`src/rtl/core/spmb_pkg.sv`:
```
// shared types, constants and helpers for the stepper position move block
`default_nettype none
package spmb_pkg;

  localparam int unsigned POS_BITS    = 12;
  localparam int unsigned BL_BITS     = 8;
  localparam int unsigned PERIOD_BITS = 16;
  localparam int unsigned CFG_DATA_BITS = 16;
  localparam int unsigned CFG_IDX_BITS  = 2;
  localparam int unsigned TABLE_ROW   = 0;

  // register indexes
  localparam logic [CFG_IDX_BITS-1:0] REG_LOW_LIMIT  = 2'd0;
  localparam logic [CFG_IDX_BITS-1:0] REG_HIGH_LIMIT = 2'd1;
  localparam logic [CFG_IDX_BITS-1:0] REG_BACKLASH   = 2'd2;
  localparam logic [CFG_IDX_BITS-1:0] REG_PERIOD     = 2'd3;

  // register reset values
  localparam logic [POS_BITS-1:0]    LOW_LIMIT_RST  = POS_BITS'(0);
  localparam logic [POS_BITS-1:0]    HIGH_LIMIT_RST = POS_BITS'(1000);
  localparam logic [BL_BITS-1:0]     BACKLASH_RST   = BL_BITS'(8);
  localparam logic [PERIOD_BITS-1:0] PERIOD_RST     = PERIOD_BITS'(10);
  localparam logic [POS_BITS-1:0]    POSITION_RST   = POS_BITS'(500);

  // direction codes
  localparam logic [1:0] DIR_NONE = 2'b00;
  localparam logic [1:0] DIR_UP   = 2'b01;
  localparam logic [1:0] DIR_DOWN = 2'b11;

  // half-step coil patterns, two winding orders
  localparam logic [3:0] COIL_TABLE [2][8] = '{
    '{4'd1, 4'd3, 4'd2, 4'd6, 4'd4, 4'd12, 4'd8, 4'd9},
    '{4'd8, 4'd12, 4'd4, 4'd6, 4'd2, 4'd3, 4'd1, 4'd9}
  };

  typedef struct packed {
    logic [POS_BITS-1:0]    low_limit;
    logic [POS_BITS-1:0]    high_limit;
    logic [BL_BITS-1:0]     backlash;
    logic [PERIOD_BITS-1:0] period;
  } cfg_t;

  typedef struct packed {
    logic [3:0]          coils;
    logic                busy_res;
    logic [POS_BITS-1:0] position;
  } res_t;

  function automatic logic [POS_BITS-1:0] pos_step(input logic [POS_BITS-1:0] v,
                                                   input logic [1:0] dir);
    logic [POS_BITS-1:0] r;
    r = v;
    if (dir == DIR_UP) begin
      r = v + POS_BITS'(1);
    end else if (dir == DIR_DOWN) begin
      r = v - POS_BITS'(1);
    end
    return r;
  endfunction

  function automatic logic [2:0] phase_step(input logic [2:0] v, input logic [1:0] dir);
    logic [2:0] r;
    r = v;
    if (dir == DIR_UP) begin
      r = v + 3'd1;
    end else if (dir == DIR_DOWN) begin
      r = v - 3'd1;
    end
    return r;
  endfunction

  function automatic logic [1:0] dir_neg(input logic [1:0] dir);
    logic [1:0] r;
    r = DIR_NONE;
    if (dir == DIR_UP) begin
      r = DIR_DOWN;
    end else if (dir == DIR_DOWN) begin
      r = DIR_UP;
    end
    return r;
  endfunction

endpackage
`default_nettype wire

```
`src/rtl/core/spmb_in_if.sv`:
```
// input and output word channels
`default_nettype none
interface spmb_in_if;
  import spmb_pkg::*;
  logic                valid;
  logic                ready;
  logic                mode;
  logic [POS_BITS-1:0] target;

  modport source (output valid, output mode, output target, input ready);
  modport sink (input valid, input mode, input target, output ready);
endinterface

interface spmb_out_if;
  import spmb_pkg::*;
  logic                valid;
  logic                ready;
  logic [3:0]          coils;
  logic                busy_res;
  logic [POS_BITS-1:0] position;

  modport source (output valid, output coils, output busy_res, output position,
                  input ready);
  modport sink (input valid, input coils, input busy_res, input position,
                output ready);
endinterface
`default_nettype wire

```
`src/rtl/core/stepper_position_move_backlash.sv`:
```
// top level of the half-step stepper move driver with backlash take-up
`default_nettype none
// Half-step stepper driver. Each input word is a tick of the step time base
// (mode 0) or a move command (mode 1) with a target that is clamped to the
// low/high limit registers. Every accepted word yields exactly one result
// word: coil pattern, busy flag and logical position after that word. A move
// that reverses direction first holds the phase one step period, then takes
// backlash_steps half-steps without changing position, holds again, and walks
// one half-step per step period until the target or a limit, then turns the
// coils off. Commands arriving while busy are ignored. One word is accepted
// per clock while the consumer takes results: the sequencer result is
// combinational and lands in an output register, so throughput is one word
// per cycle and the result is valid in the cycle after acceptance. Input ready
// drops only while the output register is full and the consumer is stalling.
// Configuration writes are only legal while no move is in progress.
module stepper_position_move_backlash (
  input  wire logic                                clk_i,
  input  wire logic                                rst_ni,
  input  wire logic                                cfg_we_i,
  input  wire logic [spmb_pkg::CFG_IDX_BITS-1:0]   cfg_idx_i,
  input  wire logic [spmb_pkg::CFG_DATA_BITS-1:0]  cfg_data_i,
  spmb_in_if.sink                                  in_i,
  spmb_out_if.source                               out_o
);
  import spmb_pkg::*;

  cfg_t cfg;
  res_t res;
  logic room;
  logic accept;

  // a word is taken whenever the result register can take its result
  assign in_i.ready = room;
  assign accept     = in_i.valid && room;

  // limit, backlash and period registers
  spmb_cfg u_cfg (
    .clk_i      (clk_i),
    .rst_ni     (rst_ni),
    .cfg_we_i   (cfg_we_i),
    .cfg_idx_i  (cfg_idx_i),
    .cfg_data_i (cfg_data_i),
    .cfg_o      (cfg)
  );

  // sequencer: move start, tick counting, backlash and walk steps
  spmb_seq u_seq (
    .clk_i    (clk_i),
    .rst_ni   (rst_ni),
    .cfg_i    (cfg),
    .accept_i (accept),
    .mode_i   (in_i.mode),
    .target_i (in_i.target),
    .res_o    (res)
  );

  // result register toward the consumer
  spmb_out u_out (
    .clk_i  (clk_i),
    .rst_ni (rst_ni),
    .push_i (accept),
    .res_i  (res),
    .room_o (room),
    .out_o  (out_o)
  );
endmodule
`default_nettype wire

```
`src/rtl/core/spmb_cfg.sv`:
```
// configuration register bank
`default_nettype none
module spmb_cfg (
  input  wire logic                                 clk_i,
  input  wire logic                                 rst_ni,
  input  wire logic                                 cfg_we_i,
  input  wire logic [spmb_pkg::CFG_IDX_BITS-1:0]    cfg_idx_i,
  input  wire logic [spmb_pkg::CFG_DATA_BITS-1:0]   cfg_data_i,
  output spmb_pkg::cfg_t                            cfg_o
);
  import spmb_pkg::*;

  cfg_t cfg_q, cfg_d;

  always_comb begin
    cfg_d = cfg_q;
    if (cfg_we_i) begin
      case (cfg_idx_i)
        REG_LOW_LIMIT:  cfg_d.low_limit  = cfg_data_i[POS_BITS-1:0];
        REG_HIGH_LIMIT: cfg_d.high_limit = cfg_data_i[POS_BITS-1:0];
        REG_BACKLASH:   cfg_d.backlash   = cfg_data_i[BL_BITS-1:0];
        REG_PERIOD:     cfg_d.period     = cfg_data_i[PERIOD_BITS-1:0];
        default:        cfg_d = cfg_q;
      endcase
    end
  end

  always_ff @(posedge clk_i or negedge rst_ni) begin
    if (!rst_ni) begin
      cfg_q.low_limit  <= LOW_LIMIT_RST;
      cfg_q.high_limit <= HIGH_LIMIT_RST;
      cfg_q.backlash   <= BACKLASH_RST;
      cfg_q.period     <= PERIOD_RST;
    end else begin
      cfg_q <= cfg_d;
    end
  end

  assign cfg_o = cfg_q;
endmodule
`default_nettype wire

```
`src/rtl/core/spmb_seq.sv`:
```
// move sequencer: dwell, backlash take-up and half-step walk
`default_nettype none
module spmb_seq (
  input  wire logic                         clk_i,
  input  wire logic                         rst_ni,
  input  wire spmb_pkg::cfg_t               cfg_i,
  input  wire logic                         accept_i,
  input  wire logic                         mode_i,
  input  wire logic [spmb_pkg::POS_BITS-1:0] target_i,
  output spmb_pkg::res_t                    res_o
);
  import spmb_pkg::*;

  localparam logic [2:0] ST_IDLE     = 3'd0;
  localparam logic [2:0] ST_DWELL_A  = 3'd1;
  localparam logic [2:0] ST_BACKLASH = 3'd2;
  localparam logic [2:0] ST_DWELL_B  = 3'd3;
  localparam logic [2:0] ST_WALK     = 3'd4;

  logic [2:0]             state_q, state_d;
  logic [POS_BITS-1:0]    pos_q, pos_d;
  logic                   last_down_q, last_down_d;
  logic [2:0]             phase_q, phase_d;
  logic [1:0]             mdir_q, mdir_d;
  logic [POS_BITS-1:0]    mtarget_q, mtarget_d;
  logic [PERIOD_BITS-1:0] tick_q, tick_d;
  logic [BL_BITS-1:0]     bcnt_q, bcnt_d;
  logic                   lim_q, lim_d;

  logic [PERIOD_BITS-1:0] period;
  logic [PERIOD_BITS-1:0] tick_inc;
  logic [POS_BITS-1:0]    clamp_hi, clamp;
  logic [1:0]             new_dir;
  logic                   at_limit;

  assign period   = (cfg_i.period == '0) ? PERIOD_BITS'(1) : cfg_i.period;
  assign tick_inc = tick_q + PERIOD_BITS'(1);
  assign clamp_hi = (target_i > cfg_i.high_limit) ? cfg_i.high_limit : target_i;
  assign clamp    = (clamp_hi < cfg_i.low_limit) ? cfg_i.low_limit : clamp_hi;
  assign new_dir  = (pos_q < clamp) ? DIR_UP : ((pos_q > clamp) ? DIR_DOWN : DIR_NONE);
  assign at_limit = (pos_q == cfg_i.high_limit) || (pos_q == cfg_i.low_limit);

  always_comb begin
    state_d     = state_q;
    pos_d       = pos_q;
    last_down_d = last_down_q;
    phase_d     = phase_q;
    mdir_d      = mdir_q;
    mtarget_d   = mtarget_q;
    tick_d      = tick_q;
    bcnt_d      = bcnt_q;
    lim_d       = lim_q;

    if (accept_i) begin
      if (state_q == ST_IDLE) begin
        if (mode_i) begin
          // start a move
          mtarget_d = clamp;
          mdir_d    = new_dir;
          tick_d    = '0;
          bcnt_d    = '0;
          lim_d     = 1'b0;
          if ((new_dir == DIR_UP && last_down_q) || (new_dir == DIR_DOWN && !last_down_q)) begin
            state_d = ST_DWELL_A;
          end else begin
            if (at_limit) begin
              lim_d = 1'b1;
              pos_d = pos_step(pos_q, new_dir);
            end
            state_d = ST_DWELL_B;
          end
          if (new_dir != DIR_NONE) begin
            last_down_d = (new_dir == DIR_DOWN);
          end
        end
      end else if (!mode_i) begin
        if (tick_inc >= period) begin
          tick_d = '0;
          case (state_q)
            ST_DWELL_A, ST_BACKLASH: begin
              if (bcnt_q < cfg_i.backlash) begin
                phase_d = phase_step(phase_q, mdir_q);
                bcnt_d  = bcnt_q + BL_BITS'(1);
                state_d = ST_BACKLASH;
              end else begin
                if (at_limit) begin
                  lim_d = 1'b1;
                  pos_d = pos_step(pos_q, mdir_q);
                end
                state_d = ST_DWELL_B;
              end
            end
            ST_DWELL_B, ST_WALK: begin
              if (pos_q != mtarget_q && pos_q < cfg_i.high_limit &&
                  pos_q > cfg_i.low_limit) begin
                phase_d = phase_step(phase_q, mdir_q);
                pos_d   = pos_step(pos_q, mdir_q);
                state_d = ST_WALK;
              end else begin
                // undo the bump taken when the move started at a limit
                if (lim_q) begin
                  pos_d = pos_step(pos_q, dir_neg(mdir_q));
                end
                lim_d   = 1'b0;
                state_d = ST_IDLE;
              end
            end
            default: state_d = ST_IDLE;
          endcase
        end else begin
          tick_d = tick_inc;
        end
      end
    end
  end

  always_ff @(posedge clk_i or negedge rst_ni) begin
    if (!rst_ni) begin
      state_q     <= ST_IDLE;
      pos_q       <= POSITION_RST;
      last_down_q <= 1'b1;
      phase_q     <= '0;
      mdir_q      <= DIR_NONE;
      mtarget_q   <= '0;
      tick_q      <= '0;
      bcnt_q      <= '0;
      lim_q       <= 1'b0;
    end else begin
      state_q     <= state_d;
      pos_q       <= pos_d;
      last_down_q <= last_down_d;
      phase_q     <= phase_d;
      mdir_q      <= mdir_d;
      mtarget_q   <= mtarget_d;
      tick_q      <= tick_d;
      bcnt_q      <= bcnt_d;
      lim_q       <= lim_d;
    end
  end

  // result for this word, taken from the updated state
  always_comb begin
    res_o.busy_res = (state_d != ST_IDLE);
    res_o.coils    = (state_d != ST_IDLE) ? COIL_TABLE[TABLE_ROW][phase_d] : 4'd0;
    res_o.position = pos_d;
  end
endmodule
`default_nettype wire

```
`src/rtl/core/spmb_out.sv`:
```
// result register with valid/ready toward the consumer
`default_nettype none
module spmb_out (
  input  wire logic       clk_i,
  input  wire logic       rst_ni,
  input  wire logic       push_i,
  input  wire spmb_pkg::res_t res_i,
  output logic            room_o,
  spmb_out_if.source      out_o
);
  import spmb_pkg::*;

  logic valid_q, valid_d;
  res_t res_q;

  assign room_o  = !valid_q || out_o.ready;
  assign valid_d = push_i || (valid_q && !out_o.ready);

  always_ff @(posedge clk_i or negedge rst_ni) begin
    if (!rst_ni) begin
      valid_q <= 1'b0;
    end else begin
      valid_q <= valid_d;
    end
  end

  always_ff @(posedge clk_i) begin
    if (push_i) begin
      res_q <= res_i;
    end
  end

  assign out_o.valid    = valid_q;
  assign out_o.coils    = res_q.coils;
  assign out_o.busy_res = res_q.busy_res;
  assign out_o.position = res_q.position;
endmodule
`default_nettype wire
```
`src/flat_wrapper.sv`:
```
// flat-port wrapper written by rule: the top's interface ports become plain ports
module stepper_position_move_backlash_flat import spmb_pkg::*;
  (clk_i, rst_ni, cfg_we_i, cfg_idx_i, cfg_data_i, in_i_valid, in_i_mode, in_i_target, in_i_ready, out_o_valid, out_o_coils, out_o_busy_res, out_o_position, out_o_ready);
  spmb_in_if in_i_i ();
  spmb_out_if out_o_i ();
  input  wire logic clk_i;
  input  wire logic rst_ni;
  input  wire logic cfg_we_i;
  input  wire logic [spmb_pkg::CFG_IDX_BITS-1:0] cfg_idx_i;
  input  wire logic [spmb_pkg::CFG_DATA_BITS-1:0] cfg_data_i;
  input wire logic [$bits(in_i_i.valid)-1:0] in_i_valid;
  input wire logic [$bits(in_i_i.mode)-1:0] in_i_mode;
  input wire logic [$bits(in_i_i.target)-1:0] in_i_target;
  output wire logic [$bits(in_i_i.ready)-1:0] in_i_ready;
  output wire logic [$bits(out_o_i.valid)-1:0] out_o_valid;
  output wire logic [$bits(out_o_i.coils)-1:0] out_o_coils;
  output wire logic [$bits(out_o_i.busy_res)-1:0] out_o_busy_res;
  output wire logic [$bits(out_o_i.position)-1:0] out_o_position;
  input wire logic [$bits(out_o_i.ready)-1:0] out_o_ready;
  assign in_i_i.valid = in_i_valid;
  assign in_i_i.mode = in_i_mode;
  assign in_i_i.target = in_i_target;
  assign in_i_ready = in_i_i.ready;
  assign out_o_valid = out_o_i.valid;
  assign out_o_coils = out_o_i.coils;
  assign out_o_busy_res = out_o_i.busy_res;
  assign out_o_position = out_o_i.position;
  assign out_o_i.ready = out_o_ready;
  stepper_position_move_backlash u_core (.clk_i(clk_i), .rst_ni(rst_ni), .cfg_we_i(cfg_we_i), .cfg_idx_i(cfg_idx_i), .cfg_data_i(cfg_data_i), .in_i(in_i_i), .out_o(out_o_i));
endmodule
```
`config.mk`:
```
export PLATFORM = sky130hd
export DESIGN_NAME = stepper_position_move_backlash_flat
export DESIGN_NICKNAME = d
export VERILOG_FILES = /design/src/rtl/core/spmb_pkg.sv /design/src/rtl/core/spmb_in_if.sv /design/src/rtl/core/stepper_position_move_backlash.sv /design/src/rtl/core/spmb_cfg.sv /design/src/rtl/core/spmb_seq.sv /design/src/rtl/core/spmb_out.sv /design/src/flat_wrapper.sv
export SDC_FILE = /design/constraint.sdc
export NUM_CORES = 1
export LEC_CHECK = 0
export BUFFER_PORTS_ARGS = -buffer_cell sky130_fd_sc_hd__buf_2
export CAP_MARGIN = 10
export CORE_MARGIN = 5
export CORE_UTILIZATION = 29
export CTS_CLUSTER_DIAMETER = 50
export DETAILED_ROUTE_END_ITERATION = 10
export HOLD_SLACK_MARGIN = 0.08
export MAX_ROUTING_LAYER = met4
export PLACE_DENSITY = 0.47
export SLEW_MARGIN = 10
export SYNTH_ARGS = -nofsm -noshare
export SYNTH_HDL_FRONTEND = slang
export SYNTH_SLANG_ARGS = --single-unit
```
`constraint.sdc`:
```
create_clock -name clk_i -period 15.2 [get_ports clk_i]
set_input_delay 4.56 -clock clk_i [delete_from_list [all_inputs] [get_ports clk_i]]
set_output_delay 4.56 -clock clk_i [all_outputs]
set_load 0.005 [all_outputs]
```
* Yosys cells after proc, flatten, opt, wreduce, memory -nomap -nowiden
Memory sizes are Yosys's and may differ from the RTL's. A register that Yosys moved wholly into a read port is not among the register bits.
Cells that the tools add are included.
** Storage, ports and cells
- Memory bits (read-only) :: 32
- Register bits after elaboration :: 120
- Logic and storage cells :: 157
- Memories kept :: 1
** Cells by class
- Reductions and logical operators :: 34
- Bitwise logic cells :: 1
- Equality and inequality tests :: 21
- Magnitude comparators :: 8
- Add/subtract/negate cells :: 6
- Mux-type cells :: 70
** Memory list
- (name not given) :: words 8, width 4, rd ports 1, clocked after Yosys merged registers in 1, wr ports 0, line spmb_seq.sv:144 : res_o.coils = (state_d != ST_IDLE) ? COIL_TABLE[TABLE_ROW][phase_d] : 4'd0;
** Operators by type and width (count)
- $mux 12 :: 19
- $mux 16 :: 5
- $mux 8 :: 6
- $mux 3 :: 14
- $gt 12x12->1 :: 3
- $lt 12x12->1 :: 3
- $eq 12x12->1 :: 2
- $pmux 12 s2 :: 1
- $mux 2 :: 11
- $add 16x1->16 const B :: 1
- $ge 16x16->1 :: 1
- $logic_not 16->1 :: 1
- $add 12x1->12 const B :: 1
- $ne 12x12->1 :: 1
- $pmux 3 s2 :: 2
- $sub 12x1->12 const B :: 1
- $mux 1 :: 11
- $eq 2x2->1 const B :: 5
- $ne 3x3->1 const B :: 3
- $add 8x1->8 const B :: 1
- $eq 2x1->1 const B :: 4
- $lt 8x8->1 :: 1
- $reduce_and 2->1 :: 4
- $reduce_and 8->1 :: 1
- 20 further kinds :: 38

* Logic depth before layout (Yosys ltp)
Gate-level depths: netlist (run 1).
- Depth in word-level cells :: 20
- Gate-level depth with buffers :: 30
- Gate-level depth less buffers :: 27

* By module
Synthesis (run 1) repeated with hierarchy kept, for this count alone.
** Second synthesis, totals
- Cells, all modules :: 961
- Area total of the unflattened synthesis :: 9305.2 um2
** By module, submodules not included
- spmb_seq :: seq. area each 1460.2 um2, times used 1, cells each 837, area each 6932.9 um2
- spmb_cfg :: seq. area each 1212.4 um2, times used 1, cells each 103, area each 1808.0 um2
- spmb_out :: seq. area each 535.5 um2, times used 1, cells each 20, area each 558.0 um2
- stepper_position_move_backlash :: seq. area each 0.0 um2, times used 1, cells each 1, area each 6.3 um2

* Least setup slack after synthesis (run 1)
Ideal clock, no wire load.
- Path type :: input port to flip-flop
- Start point :: input port in_i_target[5]
- End point :: register u_core.u_out.res_q, in the netlist u_core.u_out.out_o.position[1] (data pin)
- Setup time :: 267 ps
- Path slack :: 4767 ps
- Stages :: 29
- Data required time :: 14933 ps
- Path buffers :: 3
- Arrival time :: 10167 ps
- Path through :: ha_1 a21o_1 a21o_1 a21oi_1 o21a_1 a21oi_2 clkbuf_1 mux2_2 ha_1 a21o_1 a21o_1 a21oi_1 nor2b_1 o21ai_0 a21oi_1 a311oi_2 buf_2 mux2i_1 ha_1 a21oi_1 a21oi_1 o21ai_0 and3_1 clkbuf_1 mux2i_1 o21ai_1 o211ai_1 a222oi_1 inv_1
** RTL lines
- start: declaration :: line flat_wrapper.sv:13 : input wire logic [$bits(in_i_i.target)-1:0] in_i_target;
- end signal: assignment :: line spmb_out.sv:29 : res_q <= res_i;
- end: declaration :: line spmb_out.sv:14 : res_t res_q;

==> reports/results.txt, run 1 <==
Status: complete, no violations
Number of global-route vias before repair: 7469
Ratio of cells with drive above 1 in the final layout: 18.0%
RSZ-0062 raised after global routing: no
Dpl hpwl: 19500 µm
Synthesized area per cell: 9.37 µm²
Power Dens Cells: 123 nW/µm²
Clock root buffer: clkbuf_16
P_int: 0.000803 W
Critical Path AT: 11.45 ns
Async SR Flop Fraction: 86.3%
P_leak: 4.50 nW
N_diodes: 0
Slew @ Worst Pin: 1.04 ns
Clock transition at the registers of the reported paths: 0.06 ns
Pins Over Slew Limit: 0
Crit path from: in_i_target[5]
Largest net degree at the start of global routing: 67
First-pass GRT wire length: 42000 µm
Yosys top cell by area: dfrtp_1
# hold bufs at CTS: 0
Met2 Use GR: 23.9%
Final net count: 1120
Final worst-path cycle share: 74.2%
Core Area: 30500 µm²
DP Cell Count: 1371
Antenna violations before repair: 0
Sequential share of power: 34.9%
Gr usage total: 16.1%
RD Place Congestion: 0.874
Mapped Cells: 956
Hold Crit Class: reg -> reg
TNS Setup: 0 ns
Yosys Warn Count: 0
DRT Wirelength: 26100 µm
Fmax: 88.7 MHz
Max Cap Viol: 0
Worst setup EP type: register
Core Util, Final: 33.5%
Most common cell in the netlist: dfrtp_1
GR Util met1: 22.9%
CP max stage cell: a21oi_2
Area Growth Syn to Fin: 14.0%
Yosys reg bits: 124
Drt initial violations: 451
Synth Flop Type: dfrtp_1
CTS tree: yes
Clock Power Share: 34.9%
I/O pins: 55
Worst Path Max Fanout: 17
Yosys cell types: 82
DRC viols: 0
CTS H-Tree Depth: 4
Post-synthesis sequential area ratio: 35.8%
Worst clock skew: 0.0165 ns
Post-CTS Setup Inserts: 0
Row count: 64
Sw Ratio: 36.2%
Initial cell density of the core: 29.4%
Final setup violation count: 0
Total power draw: 0.00126 W
Sinks on Clock Net: 124
Clock Latency Late Sink: 0.44 ns
R2R Path Start: u_core.u_cfg.cfg_o[29]
Most used cell, CP: a21o_1
DP Area: 9600 µm²
Crit path largest cell delay: 0.64 ns
CP Class: in -> reg
Routed len/inst: 18.6 µm
Die Height: 186 µm
Post-synth EDFFs: 17
Post-Syn Nets: 1082
Met3 usage: 2.54%
HP Start: u_core.u_cfg.cfg_o[23]
Antenna viol nets, final: 0
IR drop worst, VDD: 0.0629 mV
Busiest grt layer: met2
Final Hold Viols: 0
Finished Cell Area: 10200 µm²
Port bufs: 54
Combinational share of power: 30.2%
Req. time, crit path: 15.37 ns
Psw: 0.000455 W
CTS Buf Count: 17
Die Wd: 186 µm
CTS Buffer Depth: 2
Max_slew headroom: 30.2%
Synth top cells by count: 91 x dfrtp_1, 90 x ha_1, 81 x nand2_1
Top cell type's share of synthesized area: 25.4%
Total gr overflow: 0
DR vias/cell: 5.22
1st-pass router iterations: 7
Die ar.: 34500 µm²
Fin cells: 1403
Setup crit start kind: primary input
Synth top area cells: dfrtp_1 25%, ha_1 13%, mux2_2 6.7%
Synthesized cell area: 8960 µm²
Vias: 7325
Final Critical Period: 11.27 ns
Resize count post-CTS: 0
-- placed cells by master (no fill, tap or decap), types with 5 or more instances in the layout --
cell and n:
dfrtp_1 91, ha_1 90, nand2_1 81, inv_1 68, o21ai_0 60, mux2_2 53
buf_2 53, nor2_1 46, a21oi_1 43, xnor2_1 34, nand3_1 33, nand4_1 22
nand2b_1 19, xor2_1 17, clkbuf_16 17, edfxtp_1 17, nor3_1 16, dfstp_2 16
mux2i_1 15, o21ai_1 15, and3_1 14, a22o_1 13, a21o_1 12, a31oi_1 9
o221ai_1 9, o21a_1 8, or3_1 8, o211ai_1 8, o31ai_1 7, nor2b_1 6
nor4_1 6, o22ai_1 6, or2_1 5, inv_6 5, buf_4 5
-- registers in the layout (all words and copies together) (netlist names), 3 cells and up --
name and count:
u_core.u_cfg.cfg_o 48, u_core.u_out.out_o.coils 4, u_core.u_out.out_o.position 12, u_core.u_seq.bcnt_q 8, u_core.u_seq.mtarget_q 12, u_core.u_seq.phase_q 3, u_core.u_seq.pos_q 12, u_core.u_seq.state_q 3
u_core.u_seq.tick_q 16
-- metrics by stage --
step           setup WS (ns)  hold slack [ns]
6_report                3.93            0.506
5_1_grt                 3.53            0.532
4_1_cts                 3.97            0.511
3_5_place_dp            3.55            0.496
3_3_place_gp            3.47            0.489
2_1_floorplan           4.77            0.451
-- layer usage --
metal | up-vias | wire (µm)
li1 | 3578 | -
met1 | 3535 | 13100
met2 | 182 | 11600
met3 | 30 | 1060
met4 | 0 | 418
met5 | - | 0
-- layout make-up --
class                   count  area [µm²]
fillers                  3135       20300
multi-input cells         723        5330
flip-flops and latches    124        3210
well taps                 396         495
clock buffers              18         439
repair buffers             58         303
inverters                  70         268
clock inverters            14         175
-- power by group through the flow --
stage | clock network, W | registers (W) | logic, W
floorplan | 0 | 0.000422 | 0.000286
CTS | 0.000448 | 0.000439 | 0.000382
global placement | 0 | 0.000445 | 0.000377
detailed placement | 0 | 0.000445 | 0.000380
global route | 0.000463 | 0.000447 | 0.000431
finish | 0.000439 | 0.000439 | 0.000380
-- critical path, delay by kind of cell --
kind,cells,cell delay [ns]
and+or+nand+nor,6,1.58
buffers and inverters,2,0.38
adders and majority gates,3,0.79
AOI/OAI and AO/OA,15,3.27
muxes,2,0.81
-- cells by family after synthesis --
logic type | synth area share [%]
DFF | 35.8
xor gates and xnor gates | 4.99
AOI/OAI and AO/OA | 17.7
buffers and inverters | 4.82
and+or+nand+nor | 15.8
muxes | 8.34
adders and majority gates | 12.6
-- worst paths after layout --
| check | endpoint | slack [ns] | cells after the start |
|---|---|---|---|
| setup / recovery | u_core.u_out.out_o.position[5] | 3.93 | 28 |
| max in group asynchronous | u_core.u_cfg.cfg_o[17] | 9.75 | 2 |
| setup reg to reg | u_core.u_out.out_o.position[5] | 7.55 | 28 |
| hold reg to reg | u_core.u_cfg.cfg_o[23] | 0.51 | 1 |
| min in group asynchronous | u_core.u_out.out_o.valid | 4.14 | 1 |
| hold / removal | u_core.u_cfg.cfg_o[23] | 0.51 | 1 |
No activity file was read; power rests on OpenSTA's default activity.
==> inputs of run 2 (changes only) <==
- PLACE_DENSITY: 0.47 -> 0.49
- clock period: 15.2 -> 9.9 ns (I/O delays scaled with it)
==> run 2 against run 1 <==
Against the previous run:
- wire length is 2.6% lower
- largest power group unchanged
- hold slack worse by 0.0018 ns
- clock-buffer cell count up 4
- largest cell class unchanged
==> reports/results.txt, run 2 (synthesized netlist as in run 1, its figures left out) <==
CP bufs+invs: 3 (was 2)
Row count: 64 (unchanged)
DR vias/cell: 5.24 (was 5.22)
Most frequent cells in the layout: 91 x dfrtp_1, 90 x ha_1, 81 x nand2_1 (unchanged)
Busiest grt layer: met2 (unchanged)
Antenna viol nets, final: 0 (unchanged)
Final Critical Period: 8.86 ns
Resize count post-CTS: 0 (unchanged)
First-pass GRT wire length: 40500 µm (was 42000 µm)
Die ar.: 34500 µm² (unchanged)
Met2 Use GR: 22.5% (was 23.9%)
Fmax: 113 MHz
DRC viols: 0 (unchanged)
Worst Path Max Fanout: 12 (was 17)
Max Cap Viol: 0 (unchanged)
Worst clock skew: 0.0135 ns (was 0.0165 ns)
Most common cell after layout, fill and taps aside: dfrtp_1 (unchanged)
Hold Crit Class: reg -> reg (unchanged)
N_diodes: 0 (unchanged)
Crit path largest cell delay: 0.53 ns (was 0.64 ns)
IR drop worst, VDD: 0.105 mV (was 0.0629 mV)
Total gr overflow: 0 (unchanged)
Setup crit start kind: primary input (unchanged)
Critical Path AT: 9.10 ns (was 11.45 ns)
Final setup violation count: 0 (unchanged)
Routed len/inst: 18.1 µm (was 18.6 µm)
GR Util met1: 22.1% (was 22.9%)
RD Place Congestion: 0.931 (was 0.874)
1st-pass router iterations: 5 (was 7)
Max_slew headroom: 33.9% (was 30.2%)
Final worst-path cycle share: 89.5%
I/O pins: 55 (unchanged)
Ratio of cells with drive above 1 in the final layout: 18.2% (was 18.0%)
Status: complete, no violations (unchanged)
TNS Setup: 0 ns (unchanged)
Initial cell density of the core: 29.4% (unchanged)
Met3 usage: 2.95% (was 2.54%)
CTS H-Tree Depth: 4 (unchanged)
CTS tree: yes (unchanged)
Area Growth Syn to Fin: 14.2% (was 14.0%)
CTS Buf Count: 17 (unchanged)
Antenna violations before repair: 0 (unchanged)
Dpl hpwl: 19300 µm (was 19500 µm)
Largest net degree at the start of global routing: 69 (was 67)
Number of global-route vias before repair: 7243 (was 7469)
Clock root buffer: clkbuf_16 (unchanged)
Post-CTS Setup Inserts: 0 (unchanged)
P_leak: 4.52 nW (was 4.50 nW)
Sinks on Clock Net: 124 (unchanged)
CTS Buffer Depth: 2 (unchanged)
CP Class: in -> reg (unchanged)
RSZ-0062 raised after global routing: no (unchanged)
Die Wd: 186 µm (unchanged)
Max FFs per register: 48 (unchanged)
Clock transition at the registers of the reported paths: 0.06 ns (about the same)
Hold_ws: 0.504 ns (was 0.506 ns)
Most used cell, CP: a21oi_1 (was a21o_1)
Final Hold Viols: 0 (unchanged)
Worst setup EP type: register (unchanged)
Core Area: 30500 µm² (unchanged)
Clock Latency Late Sink: 0.43 ns (was 0.44 ns)
Final net count: 1126 (was 1120)
Gr usage total: 15.5% (was 16.1%)
Vias: 7378 (was 7325)
Power Dens Cells: 186 nW/µm² (was 123 nW/µm²)
Die Height: 186 µm (unchanged)
Pins Over Slew Limit: 0 (unchanged)
CP max stage cell: or4_1 (was a21oi_2)
Req. time, crit path: 10.14 ns (was 15.37 ns)
Total power draw: 0.00190 W (was 0.00126 W)
Drt initial violations: 391 (was 451)
DRT Wirelength: 25500 µm (was 26100 µm)
Largest delay share family, worst path: compound AO/OA/AOI/OAI gates (unchanged)
Port bufs: 54 (unchanged)
# hold bufs at CTS: 0 (unchanged)
Slew @ Worst Pin: 0.985 ns (was 1.04 ns)
## run 2: worst reg2reg max path, delay by kind of cell, from the launching register on
kind	cells	cell delay, ns
AO/OA/AOI/OAI	15	2.40
AND/OR/NAND/NOR	5	1.15
multiplexers	3	1.04
adder cells (fa/ha/maj)	3	0.92
flip-flops	1	0.56
buffers and inverters	3	0.56
## run 2: power breakdown
group	total (W)	switching, W	leakage (nW)	internal [W]
Sequential	0.000676	0.0000795	1.47	0.000597
Combinational	0.000589	0.000335	2.76	0.000254
Clock	0.000636	0.000244	0.290	0.000391
Total	0.00190	0.000659	4.52	0.00124
## run 2: stage by stage
| stage | util, % | cell area (µm²) | worst slack (ns) | cells |
|---|---|---|---|---|
| finish | 33.6 | 10200 | 1.04 | 1409 |
| global route | 33.6 | 10200 | 0.634 | 1409 |
| CTS | 33.6 | 10200 | 1.07 | 1409 |
| detailed placement | 31.6 | 9650 | 0.638 | 1377 |
| global placement | 31.6 | 9650 | 0.703 | 1377 |
| floorplan | - | 8960 | 1.06 | 956 |
## run 2: per-layer routing
layer	routed length, µm	share of wire (%)
met3	1270	5.0
met5	0	0
met4	488	1.9
met2	11000	43
met1	12700	50
## run 2: area by class of cell
class,instances,area (µm²)
multi-input cells,723,5330
flip-flops and latches,124,3210
repair buffers,64,348
clock inverters,10,111
fillers,3163,20300
clock buffers,22,475
well taps,396,495
inverters,70,268
## run 2: path summary, 6_finish.rpt
path,end,cells after the start,startpoint,slack (ns)
worst max-delay path,u_core.u_out.out_o.coils[0],29,in_i_target[1],1.04
worst min-delay path,u_core.u_cfg.cfg_o[23],1,u_core.u_cfg.cfg_o[23],0.50
worst max register to register,u_core.u_out.out_o.coils[0],29,u_core.u_cfg.cfg_o[29],3.07
worst min register to register,u_core.u_cfg.cfg_o[23],1,u_core.u_cfg.cfg_o[23],0.50
max in group asynchronous,u_core.u_cfg.cfg_o[44],2,rst_ni,6.05
min in group asynchronous,u_core.u_out.out_o.valid,1,rst_ni,2.52
==> inputs of run 3 (changes only) <==
--- a/config.mk
+++ b/config.mk
@@ -13,5 +13,4 @@
 export DETAILED_ROUTE_END_ITERATION = 10
 export HOLD_SLACK_MARGIN = 0.08
-export MAX_ROUTING_LAYER = met4
 export PLACE_DENSITY = 0.49
 export SLEW_MARGIN = 10
==> constraint.sdc (replaced) <==
create_clock -name clk_i -period 9.9 [get_ports clk_i]
set_input_delay 0.99 -clock clk_i [delete_from_list [all_inputs] [get_ports clk_i]]
set_output_delay 0.99 -clock clk_i [all_outputs]
set_load 0.005 [all_outputs]
==> run 3 against run 2 <==
Against the previous run:
- fmax up 13%
- sequential power about the same
- final cell count shrank 0.28%
- register-to-register slack worse by 0.98 ns
- critical path type unchanged
- highest routed layer unchanged
==> reports/results.txt, run 3 (synthesized netlist as in run 1, its figures left out) <==
Most used cell, CP: a21o_1 (was a21oi_1)
Routed len/inst: 18.1 µm (about the same)
Final worst-path cycle share: 79.5% (was 89.5%)
N_diodes: 0 (unchanged)
Largest net degree at the start of global routing: 66 (was 69)
Die Height: 186 µm (unchanged)
Antenna viol nets, final: 0 (unchanged)
P_leak: 4.49 nW (was 4.52 nW)
Crit path from: in_i_target[5] (was in_i_target[1])
DRT Wirelength: 25400 µm (was 25500 µm)
Total gr overflow: 0 (unchanged)
Number of global-route vias before repair: 7279 (was 7243)
Fin cells: 1405 (was 1409)
Register Area: 3210 µm² (unchanged)
Reg-to-reg endpoint: u_core.u_out.out_o.position[5] (was u_core.u_out.out_o.coils[0])
Most frequent cells in the layout: 91 x dfrtp_1, 90 x ha_1, 81 x nand2_1 (unchanged)
Clock Latency Late Sink: 0.43 ns (about the same)
Max_slew headroom: 37.4% (was 33.9%)
First-pass GRT wire length: 40800 µm (was 40500 µm)
Core Area: 30500 µm² (unchanged)
Setup crit start kind: primary input (unchanged)
FF-to-FF setup slack: 2.09 ns (was 3.07 ns)
Clock transition at the registers of the reported paths: 0.06 ns (about the same)
Critical Path End: u_core.u_out.out_o.position[5] (was u_core.u_out.out_o.coils[0])
Die ar.: 34500 µm² (unchanged)
Clock root buffer: clkbuf_16 (unchanged)
R2r worst-path depth: 28 (was 29)
Hold_ws: 0.503 ns (was 0.504 ns)
Dpl hpwl: 19000 µm (was 19300 µm)
Worst clock skew: 0.0167 ns (was 0.0135 ns)
TNS Setup: 0 ns (unchanged)
Status: complete, no violations (unchanged)
Hold Crit Class: reg -> reg (unchanged)
Drt initial violations: 493 (was 391)
Worst Path Max Fanout: 17 (was 12)
Final Critical Period: 7.87 ns (was 8.86 ns)
DRC viols: 0 (unchanged)
Area of the multi-input gates: 5330 µm² (about the same)
Final Hold Viols: 0 (unchanged)
DP Cell Count: 1373 (was 1377)
Die Wd: 186 µm (unchanged)
Final setup violation count: 0 (unchanged)
Fillers: 3166 (was 3163)
Total power draw: 0.00189 W (was 0.00190 W)
Most common cell after layout, fill and taps aside: dfrtp_1 (unchanged)
Post-CTS Setup Inserts: 0 (unchanged)
I/O pins: 55 (unchanged)
CTS H-Tree Depth: 4 (unchanged)
RD Place Congestion: 0.854 (was 0.931)
Critical Path AT: 8.02 ns (was 9.10 ns)
Area Growth Syn to Fin: 13.9% (was 14.2%)
Slew @ Worst Pin: 0.938 ns (was 0.985 ns)
RSZ-0062 raised after global routing: no (unchanged)
Max Cap Viol: 0 (unchanged)
# hold bufs at CTS: 0 (unchanged)
Max FFs per register: 48 (unchanged)
Req. time, crit path: 10.05 ns (was 10.14 ns)
Row count: 64 (unchanged)
CP max stage cell: a21oi_2 (was or4_1)
CTS Buf Count: 17 (unchanged)
Largest delay share family, worst path: compound AO/OA/AOI/OAI gates (unchanged)
Final net count: 1122 (was 1126)
CP bufs+invs: 2 (was 3)
DR vias/cell: 5.25 (was 5.24)
Ratio of cells with drive above 1 in the final layout: 17.9% (was 18.2%)
Initial cell density of the core: 29.4% (unchanged)
Vias: 7381 (was 7378)
Number of cells on the critical path: 28 (was 29)
R2R Path Start: u_core.u_cfg.cfg_o[29] (unchanged)
Resize count post-CTS: 0 (unchanged)
CTS tree: yes (unchanged)
Power Dens Cells: 185 nW/µm² (was 186 nW/µm²)
1st-pass router iterations: 5 (unchanged)
Antenna violations before repair: 0 (unchanged)
CTS Buffer Depth: 2 (unchanged)
Crit path largest cell delay: 0.62 ns (was 0.53 ns)
Sinks on Clock Net: 124 (unchanged)
Gr usage total: 15.0% (was 15.5%)
Worst setup EP type: register (unchanged)
Port bufs: 54 (unchanged)
Fmax: 127 MHz (was 113 MHz)
Pins Over Slew Limit: 0 (unchanged)
IR drop worst, VDD: 0.103 mV (was 0.105 mV)
CP Class: in -> reg (unchanged)
[run 3: changes by cell type in the layout (fill, tap and decap cells not counted)]
cell / change
buf_4: -4
clkbuf_8: +1
clkbuf_1: -2
inv_6: +1
clkinv_4: +2
o31ai_2: -1
clkinv_2: -3
bufinv_16: -1
clkinvlp_4: +2
o31ai_1: +1
[run 3: how the worst min path moves through the flow]
stage                               startpoint                         end  slack, ns  cells past startpoint
floorplan               u_core.u_seq.bcnt_q[7]      u_core.u_seq.bcnt_q[7]       0.45                      1
global placement     u_core.u_seq.mtarget_q[7]   u_core.u_seq.mtarget_q[7]       0.49                      2
detailed placement      u_core.u_cfg.cfg_o[21]      u_core.u_cfg.cfg_o[21]       0.49                      1
CTS                     u_core.u_cfg.cfg_o[23]      u_core.u_cfg.cfg_o[23]       0.51                      1
global route            u_core.u_cfg.cfg_o[16]      u_core.u_cfg.cfg_o[16]       0.52                      1
finish              u_core.u_seq.mtarget_q[10]  u_core.u_seq.mtarget_q[10]       0.50                      2
[run 3: layout make-up]
class / count / share of cell area [%]
Sequential cell: 124 / 31.4
Clock buffer: 21 / 4.72
Clock inverter: 11 / 1.05
Multi-Input combinational cell: 723 / 52.2
Tap cell: 396 / 4.86
Timing Repair Buffer: 60 / 3.11
Inverter: 70 / 2.62
[run 3: worst min-delay path, delay by kind of cell (launching register included)]
| family | cells | cell delay, ns |
|---|---|---|
| flip-flops | 1 | 0.35 |
| AO/OA/AOI/OAI | 1 | 0.06 |
| AND/OR/NAND/NOR | 1 | 0.05 |
[run 3: power by group]
group	leakage [nW]	switching, W	internal, W
clock network	0.282	0.000257	0.000376
logic	2.74	0.000333	0.000248
registers	1.47	0.0000768	0.000596
total	4.49	0.000667	0.00122
[run 3: routing by layer]
layer	vias up	part of all wire [%]	global-route usage [%]
li1	3579	-	-
met1	3605	51	22.2
met2	175	44	22.7
met3	22	4.0	2.76
met4	0	1.4	3.70
met5	-	0	0
[run 3: metrics by stage]
stage,cell area (µm²),setup WS (ns),util [%]
floorplan,8960,3.04,-
global placement,9610,1.72,31.5
detailed placement,9610,1.73,31.5
CTS,10200,2.16,33.4
global route,10200,1.62,33.4
finish,10200,2.03,33.4
